**src/hdl/stid_pkg.sv**
```systemverilog
package stid_pkg;

    // Table size and derived widths
    localparam int CAPACITY = 64;
    localparam int IDX_W    = (CAPACITY > 1) ? $clog2(CAPACITY) : 1;
    localparam int CNT_W    = $clog2(CAPACITY + 1);

    // Field widths
    localparam int ID_W        = 31;
    localparam int FUNC_W      = 2;
    localparam int STATUS_W    = 2;
    localparam int COUNT_OUT_W = 7;

    // Stream payload widths, padded to whole bytes
    localparam int S_TDATA_W = ((2 * ID_W + 7) / 8) * 8;
    localparam int M_TDATA_W = ((ID_W + COUNT_OUT_W + 7) / 8) * 8;

    typedef enum logic [FUNC_W-1:0] {
        FUNC_ADD      = 2'd0,
        FUNC_FIND_EXT = 2'd1,
        FUNC_FIND_SES = 2'd2,
        FUNC_REMOVE   = 2'd3
    } func_t;

    typedef enum logic [STATUS_W-1:0] {
        STAT_OK   = 2'd0,
        STAT_MISS = 2'd1,
        STAT_FULL = 2'd2
    } status_t;

    // One table entry
    typedef struct packed {
        logic            valid;
        logic [ID_W-1:0] ext;
        logic [ID_W-1:0] ses;
    } entry_t;

    // Control from the sequencer to the cell chain
    typedef struct packed {
        logic   shift;
        logic   wr_en;
        entry_t wr_entry;
    } chain_ctl_t;

endpackage

```
**src/hdl/session_id_table_unit.sv**
```systemverilog
// Channel | Dir | tdata (low bit up)                 | tuser
// s_*     | in  | external_key[30:0], session_key[61:31], zero pad | func[1:0]
// m_*     | out | found_id[30:0], entry_count[37:31], zero pad     | status[1:0]
//
// One item at a time. The table rotates once through the cell ring per
// item, in the steps accept, scan, decide and result; lookups and refused
// operations stop there. A successful add or remove rotates the ring a
// second time, between decide and result, to place its write.
// Reset clears every valid bit, the session counter and the entry count.
// A stalled result holds in the output register; the next item is taken
// while it waits, and its result waits until the register is free.
module session_id_table_unit import stid_pkg::*;
(
    input  logic                 clk,
    input  logic                 rst_n,
    input  logic                 s_tvalid,
    output logic                 s_tready,
    input  logic [S_TDATA_W-1:0] s_tdata,  // external_key, session_key
    input  logic [FUNC_W-1:0]    s_tuser,  // func
    output logic                 m_tvalid,
    input  logic                 m_tready,
    output logic [M_TDATA_W-1:0] m_tdata,  // found_id, entry_count
    output logic [STATUS_W-1:0]  m_tuser   // status
);

    typedef enum logic [2:0] {
        S_IDLE,
        S_SCAN,
        S_DECIDE,
        S_APPLY,
        S_DONE
    } state_t;

    state_t           state_reg;
    logic [IDX_W-1:0] pos_reg;

    // Latched item
    func_t           func_reg;
    logic [ID_W-1:0] key_ext_reg;
    logic [ID_W-1:0] key_ses_reg;

    // Scan results
    logic             ext_hit_reg;
    logic [ID_W-1:0]  ext_ses_reg;
    logic             ses_hit_reg;
    logic [IDX_W-1:0] ses_slot_reg;
    logic [ID_W-1:0]  ses_ext_reg;
    logic             free_hit_reg;
    logic [IDX_W-1:0] free_slot_reg;

    // Pending write
    logic [IDX_W-1:0] wr_slot_reg;
    entry_t           wr_entry_reg;

    // Table counters
    logic [ID_W-1:0]  next_ses_reg;
    logic [CNT_W-1:0] count_reg;

    // Result of the current item and the output register
    status_t          res_status_reg;
    logic [ID_W-1:0]  res_id_reg;
    logic             out_valid_reg;
    status_t          out_status_reg;
    logic [ID_W-1:0]  out_id_reg;
    logic [CNT_W-1:0] out_count_reg;

    chain_ctl_t ctl;
    entry_t     head;
    logic       ext_match;
    logic       ses_match;
    logic       pos_last;

    stid_chain u_chain (
        .clk   (clk),
        .rst_n (rst_n),
        .ctl   (ctl),
        .head  (head)
    );

    // Compare at the head of the ring
    assign ext_match = head.valid && (head.ext == key_ext_reg);
    assign ses_match = head.valid && (head.ses == key_ses_reg);
    assign pos_last  = (pos_reg == IDX_W'(CAPACITY - 1));

    // Ring control
    assign ctl.shift    = (state_reg == S_SCAN) || (state_reg == S_APPLY);
    assign ctl.wr_en    = (state_reg == S_APPLY) && (pos_reg == wr_slot_reg);
    assign ctl.wr_entry = wr_entry_reg;

    // Sequencer
    always_ff @(posedge clk or negedge rst_n)
    begin
        if (!rst_n)
        begin
            state_reg      <= S_IDLE;
            pos_reg        <= '0;
            func_reg       <= FUNC_ADD;
            key_ext_reg    <= '0;
            key_ses_reg    <= '0;
            ext_hit_reg    <= 1'b0;
            ext_ses_reg    <= '0;
            ses_hit_reg    <= 1'b0;
            ses_slot_reg   <= '0;
            ses_ext_reg    <= '0;
            free_hit_reg   <= 1'b0;
            free_slot_reg  <= '0;
            wr_slot_reg    <= '0;
            wr_entry_reg   <= '0;
            next_ses_reg   <= '0;
            count_reg      <= '0;
            res_status_reg <= STAT_MISS;
            res_id_reg     <= '0;
            out_valid_reg  <= 1'b0;
            out_status_reg <= STAT_MISS;
            out_id_reg     <= '0;
            out_count_reg  <= '0;
        end
        else
        begin
            // Result taken; S_DONE reloads the register itself
            if (out_valid_reg && m_tready && (state_reg != S_DONE))
            begin
                out_valid_reg <= 1'b0;
            end

            case (state_reg)
                S_IDLE:
                begin
                    if (s_tvalid)
                    begin
                        func_reg     <= func_t'(s_tuser);
                        key_ext_reg  <= s_tdata[ID_W-1:0];
                        key_ses_reg  <= s_tdata[2*ID_W-1:ID_W];
                        ext_hit_reg  <= 1'b0;
                        ses_hit_reg  <= 1'b0;
                        free_hit_reg <= 1'b0;
                        pos_reg      <= '0;
                        state_reg    <= S_SCAN;
                    end
                end

                // Walk the ring in slot order; keep the lowest hit of each kind
                S_SCAN:
                begin
                    if (ext_match && !ext_hit_reg)
                    begin
                        ext_hit_reg <= 1'b1;
                        ext_ses_reg <= head.ses;
                    end
                    if (ses_match && !ses_hit_reg)
                    begin
                        ses_hit_reg  <= 1'b1;
                        ses_slot_reg <= pos_reg;
                        ses_ext_reg  <= head.ext;
                    end
                    if (!head.valid && !free_hit_reg)
                    begin
                        free_hit_reg  <= 1'b1;
                        free_slot_reg <= pos_reg;
                    end
                    if (pos_last)
                    begin
                        pos_reg   <= '0;
                        state_reg <= S_DECIDE;
                    end
                    else
                    begin
                        pos_reg <= pos_reg + 1'b1;
                    end
                end

                S_DECIDE:
                begin
                    case (func_reg)
                        FUNC_ADD:
                        begin
                            if (ext_hit_reg)
                            begin
                                res_status_reg <= STAT_MISS;
                                res_id_reg     <= '0;
                                state_reg      <= S_DONE;
                            end
                            else if (!free_hit_reg)
                            begin
                                res_status_reg <= STAT_FULL;
                                res_id_reg     <= '0;
                                state_reg      <= S_DONE;
                            end
                            else
                            begin
                                res_status_reg     <= STAT_OK;
                                res_id_reg         <= next_ses_reg;
                                wr_slot_reg        <= free_slot_reg;
                                wr_entry_reg.valid <= 1'b1;
                                wr_entry_reg.ext   <= key_ext_reg;
                                wr_entry_reg.ses   <= next_ses_reg;
                                next_ses_reg       <= next_ses_reg + 1'b1;
                                count_reg          <= count_reg + 1'b1;
                                state_reg          <= S_APPLY;
                            end
                        end
                        FUNC_FIND_EXT:
                        begin
                            state_reg <= S_DONE;
                            if (ext_hit_reg)
                            begin
                                res_status_reg <= STAT_OK;
                                res_id_reg     <= ext_ses_reg;
                            end
                            else
                            begin
                                res_status_reg <= STAT_MISS;
                                res_id_reg     <= '0;
                            end
                        end
                        FUNC_FIND_SES:
                        begin
                            state_reg <= S_DONE;
                            if (ses_hit_reg)
                            begin
                                res_status_reg <= STAT_OK;
                                res_id_reg     <= ses_ext_reg;
                            end
                            else
                            begin
                                res_status_reg <= STAT_MISS;
                                res_id_reg     <= '0;
                            end
                        end
                        FUNC_REMOVE:
                        begin
                            if (ses_hit_reg)
                            begin
                                res_status_reg     <= STAT_OK;
                                res_id_reg         <= key_ses_reg;
                                wr_slot_reg        <= ses_slot_reg;
                                wr_entry_reg.valid <= 1'b0;
                                wr_entry_reg.ext   <= ses_ext_reg;
                                wr_entry_reg.ses   <= key_ses_reg;
                                if (count_reg != '0)
                                begin
                                    count_reg <= count_reg - 1'b1;
                                end
                                state_reg <= S_APPLY;
                            end
                            else
                            begin
                                res_status_reg <= STAT_MISS;
                                res_id_reg     <= '0;
                                state_reg      <= S_DONE;
                            end
                        end
                        default:
                        begin
                            res_status_reg <= STAT_MISS;
                            res_id_reg     <= '0;
                            state_reg      <= S_DONE;
                        end
                    endcase
                end

                // Second rotation; the write replaces the target slot in passing
                S_APPLY:
                begin
                    if (pos_last)
                    begin
                        pos_reg   <= '0;
                        state_reg <= S_DONE;
                    end
                    else
                    begin
                        pos_reg <= pos_reg + 1'b1;
                    end
                end

                S_DONE:
                begin
                    if (!out_valid_reg || m_tready)
                    begin
                        out_valid_reg  <= 1'b1;
                        out_status_reg <= res_status_reg;
                        out_id_reg     <= res_id_reg;
                        out_count_reg  <= count_reg;
                        state_reg      <= S_IDLE;
                    end
                end

                default:
                begin
                    state_reg <= S_IDLE;
                end
            endcase
        end
    end

    assign s_tready = (state_reg == S_IDLE);
    assign m_tvalid = out_valid_reg;
    assign m_tuser  = out_status_reg;
    assign m_tdata  = {{(M_TDATA_W - ID_W - COUNT_OUT_W){1'b0}},
                       COUNT_OUT_W'(out_count_reg), out_id_reg};

endmodule

```
**src/hdl/stid_cell.sv**
```systemverilog
module stid_cell import stid_pkg::*;
(
    input  logic   clk,
    input  logic   rst_n,
    input  logic   shift,
    input  entry_t din,
    output entry_t dout
);

    logic            valid_reg;
    logic [ID_W-1:0] ext_reg;
    logic [ID_W-1:0] ses_reg;

    // Valid bit: cleared by reset, loaded from the neighbor on shift
    always_ff @(posedge clk or negedge rst_n)
    begin
        if (!rst_n)
        begin
            valid_reg <= 1'b0;
        end
        else if (shift)
        begin
            valid_reg <= din.valid;
        end
    end

    // Ids: only meaningful while valid
    always_ff @(posedge clk)
    begin
        if (shift)
        begin
            ext_reg <= din.ext;
            ses_reg <= din.ses;
        end
    end

    assign dout.valid = valid_reg;
    assign dout.ext   = ext_reg;
    assign dout.ses   = ses_reg;

endmodule

```
**src/hdl/stid_chain.sv**
```systemverilog
module stid_chain import stid_pkg::*;
(
    input  logic       clk,
    input  logic       rst_n,
    input  chain_ctl_t ctl,
    output entry_t     head
);

    entry_t cell_out [CAPACITY];
    entry_t cell_in  [CAPACITY];

    // Ring of cells: each takes its upper neighbor, the last one takes the
    // head back, or the replacement entry when a write lands on this pass.
    for (genvar i = 0; i < CAPACITY; i++)
    begin : g_cell
        if (i == CAPACITY - 1)
        begin : g_tail
            assign cell_in[i] = ctl.wr_en ? ctl.wr_entry : cell_out[0];
        end
        else
        begin : g_body
            assign cell_in[i] = cell_out[i + 1];
        end

        stid_cell u_cell (
            .clk   (clk),
            .rst_n (rst_n),
            .shift (ctl.shift),
            .din   (cell_in[i]),
            .dout  (cell_out[i])
        );
    end

    assign head = cell_out[0];

endmodule

```
**config.mk**
```make
export PLATFORM = sky130hd
export DESIGN_NAME = session_id_table_unit
export DESIGN_NICKNAME = d
export VERILOG_FILES = /design/src/hdl/stid_pkg.sv /design/src/hdl/session_id_table_unit.sv /design/src/hdl/stid_cell.sv /design/src/hdl/stid_chain.sv
export SDC_FILE = /design/constraint.sdc
export NUM_CORES = 2
export LEC_CHECK = 0
export ABC_AREA = 0
export BUFFER_PORTS_ARGS = -buffer_cell sky130_fd_sc_hd__buf_2
export CAP_MARGIN = 10
export CORE_AREA = 2 2 463 465
export DETAILED_ROUTE_END_ITERATION = 6
export DIE_AREA = 0 0 465 467
export PLACE_DENSITY_LB_ADDON = 0.2
export SLEW_MARGIN = 10
export SYNTH_ARGS = -nofsm -noshare
export SYNTH_HDL_FRONTEND = slang
export SYNTH_SLANG_ARGS = --single-unit
```
**constraint.sdc**
```tcl
create_clock -name clk -period 170.3 [get_ports clk]
set_input_delay 34.06 -clock clk [delete_from_list [all_inputs] [get_ports clk]]
set_output_delay 34.06 -clock clk [all_outputs]
set_load 0.1 [all_outputs]
```
==> results.py <==
metrics = {
    "power": {
        "power_density_nw_per_um2": 18.98,
        "peakVddDrop_mv": 0.02598,
        "leakage_nw": 48.21,
    },
    "setup_path": {
        "arrival_ns": 2.54,
        "worstSetupPathType": "reg -> out",
        "start_kind": "register",
        "reg2reg_from": "state_reg[2]$_DFFE_PN0P_",
        "required_ns": 136.24,
        "crit_fanout": 11,
        "worst_setup_path_end_kind": "primary output",
        "r2r_cells": 10,
        "crit_start": "state_reg[1]$_DFFE_PN0P_",
    },
    "die": {
        "num_rows": 169,
        "dieArea_um2": 217200,
        "die-height_um": 467,
        "ios": 114,
        "die_x_um": 465,
        "core-area_um2": 211700,
        "start_util": 0.6483,
    },
    "finish": {
        "stdcell_area_um2": 154400,
        "final_common_cell": "edfxtp_1",
        "seq_area_um2": 129000,
        "fin_nets": 6296,
        "final_cell_mix": "edfxtp_1, nand2_1, clkbuf_16",
        "syn_to_final_growth_pct": 12.56,
        "multi_input_area_um2": 7771,
        "drive_above_1_share": 0.1406,
        "fill_cells": 11300,
    },
    "timing": {
        "worstMarginPinSlew_ns": 1.179,
        "slew_viol_final": 0,
        "worst_slack_ns": 133.70,
        "setup_viol": 0,
        "hold_ws_ns": 0.3902,
        "finalSetupTns_ns": 0,
        "finalCriticalPeriod_ns": 36.60,
        "max_freq_mhz": 27.32,
        "rsz0062_at_grt": "false",
        "fin_skew_ns": 0.04757,
        "period_share": 0.2149,
        "hold_viol": 0,
        "max_slew_margin": 0.2141,
    },
    "synth": {
        "ys.flop_type": "edfxtp_1",
        "synth_seq_area_share": 0.9404,
        "synthCells": 5740,
        "syn_area_um2": 137200,
        "synth.distinct_cells": 58,
        "async_flop_share": 0.09053,
        "synth_warnings": 0,
        "ys_ff_latch": 4363,
        "synth_edf_count": 3968,
        "syn_area_per_cell_um2": 23.91,
    },
    "clock_tree": {
        "ctsHtreeMaxLevel": 5,
        "cts_buffers": 411,
        "holdBufCountCts": 0,
        "cts_tree": "built",
        "cts.path.max_buffers": 4,
        "post_cts_buffers": 0,
        "worstSkewPairLatency_ns": 1.00,
        "clkTransAtPathRegs_ns": 0.07,
        "root_buffer": "clkbuf_16",
        "cts_resized": 0,
        "cts_sinks": 4363,
    },
    "place": {
        "gp_congestion": 0.8234,
        "placed_area_um2": 141500,
        "dp_hpwl_um": 102600,
        "portBuffers": 109,
        "place_ws_ns": 133.75,
    },
    "routing": {
        "vias": 52370,
        "ant_nets": 0,
        "viasPerCell": 5.595,
        "drt-wirelength-per-cell_um": 23.76,
        "drc": 0,
        "drt_iter0_drc": 5699,
        "dr.pass1.iters": 5,
        "wirelength_um": 222400,
    },
    "grt": {
        "track_usage": 0.2048,
        "grt_overflow": 0,
        "grt_max_degree": 222,
        "antenna_found_initial": 10,
        "grt_pass1_vias": 52770,
        "grt_pass1_wl_um": 329200,
    },
    "worst_hold_path": {
        "hold_class": "reg -> reg",
        "hp-start": "u_chain.g_cell[1].u_cell.ext_reg[13]$_DFFE_PP_",
        "min_delay_path_depth": 0,
    },
    "job": {
        "drv_cap": 0,
    },
    "run_status": {
        "status": "completed",
    },
}
==> layer usage <==
layer | share of wire | vias up | global-route usage
met3 | 0.045 | 448 | 0.03072
met1 | 0.44 | 27280 | 0.3010
met4 | 0.045 | 0 | 0.09666
met5 | 0 | - | 0
li1 | - | 23210 | -
met2 | 0.47 | 1438 | 0.3114
==> power by group <==
part | internal [W] | switching (W)
combinational | 0.0000320 | 0.000257
sequential | 0.00165 | 0.000105
clock | 0.000512 | 0.000379
total | 0.00219 | 0.000741
==> stage by stage <==
| stage | cells | total power, W | utilization |
|---|---|---|---|
| finish | 9359 | 0.002931 | 0.7297 |
| CTS | 9357 | 0.002967 | 0.7296 |
| global route | 9358 | 0.003051 | 0.7297 |
| detailed placement | 8622 | 0.002048 | 0.6683 |
| floorplan | 5741 | 0.004593 | - |
| global placement | 8622 | 0.002028 | 0.6683 |
==> final cells by class <==
class	instances	share of cell area
clock buffers	517	0.07065
flip-flops and latches	4363	0.8355
well taps	2821	0.02285
diodes	2	0.00003240
repair buffers	165	0.006991
multi-input cells	1264	0.05032
inverters	9	0.0002673
clock inverters	218	0.01340
==> kinds of logic after synthesis <==
logic type | count (synthesis) | share of synthesized area
multiplexers | 216 | 0.01736
adder cells (fa/ha/maj) | 12 | 0.001149
buffers and inverters | 114 | 0.003438
AND/OR/NAND/NOR | 721 | 0.02164
other | 1 | 0.00002733
AO/OA/AOI/OAI | 209 | 0.009346
XOR/XNOR | 104 | 0.006638
flip-flops | 4363 | 0.9404
==> critical path, cell delays in order, from the launching register on <==
cell     delay, ns
dfrtp_1       0.53
nor3_1        0.51
buf_2         0.53
==> synthesized netlist by cell type (all sizes together) (3+ instances only) <==
master | number | area [um^2]
a2bb2oi | 3 | 26.28
xnor2 | 30 | 262.8
clkbuf | 74 | 277.8
a21o | 3 | 22.52
edfxtp | 3968 | 119200
xor2 | 74 | 648.1
o221ai | 27 | 236.5
nor2 | 30 | 115.1
nand3 | 15 | 75.07
nand2 | 601 | 2258
and3 | 3 | 18.77
nor4 | 18 | 140.1
a21oi | 67 | 339.1
o211ai | 30 | 225.2
buf | 31 | 160.2
nand2b | 6 | 37.54
dfrtp | 393 | 9834
nor3 | 10 | 61.31
ha | 11 | 137.6
mux2 | 176 | 1982
and4 | 4 | 35.03
mux2i | 40 | 400.4
inv | 9 | 33.78
nand4 | 20 | 125.1
and2 | 6 | 37.54
o21ai | 65 | 325.3
==> path summary, 6_finish.rpt <==
check	endpoint	slack, ns
min reg2reg	u_chain.g_cell[0].u_cell.ext_reg[13]$_DFFE_PP_	0.39
min in group asynchronous	out_count_reg[2]$_DFFE_PN0P_	33.02
max in group asynchronous	key_ses_reg[7]$_DFFE_PN0P_	134.76
min	u_chain.g_cell[0].u_cell.ext_reg[13]$_DFFE_PP_	0.39
max	s_tready	133.70
max reg2reg	u_chain.g_cell[27].u_cell.ses_reg[4]$_DFFE_PP_	161.85
(Power assumes the default switching activity.)
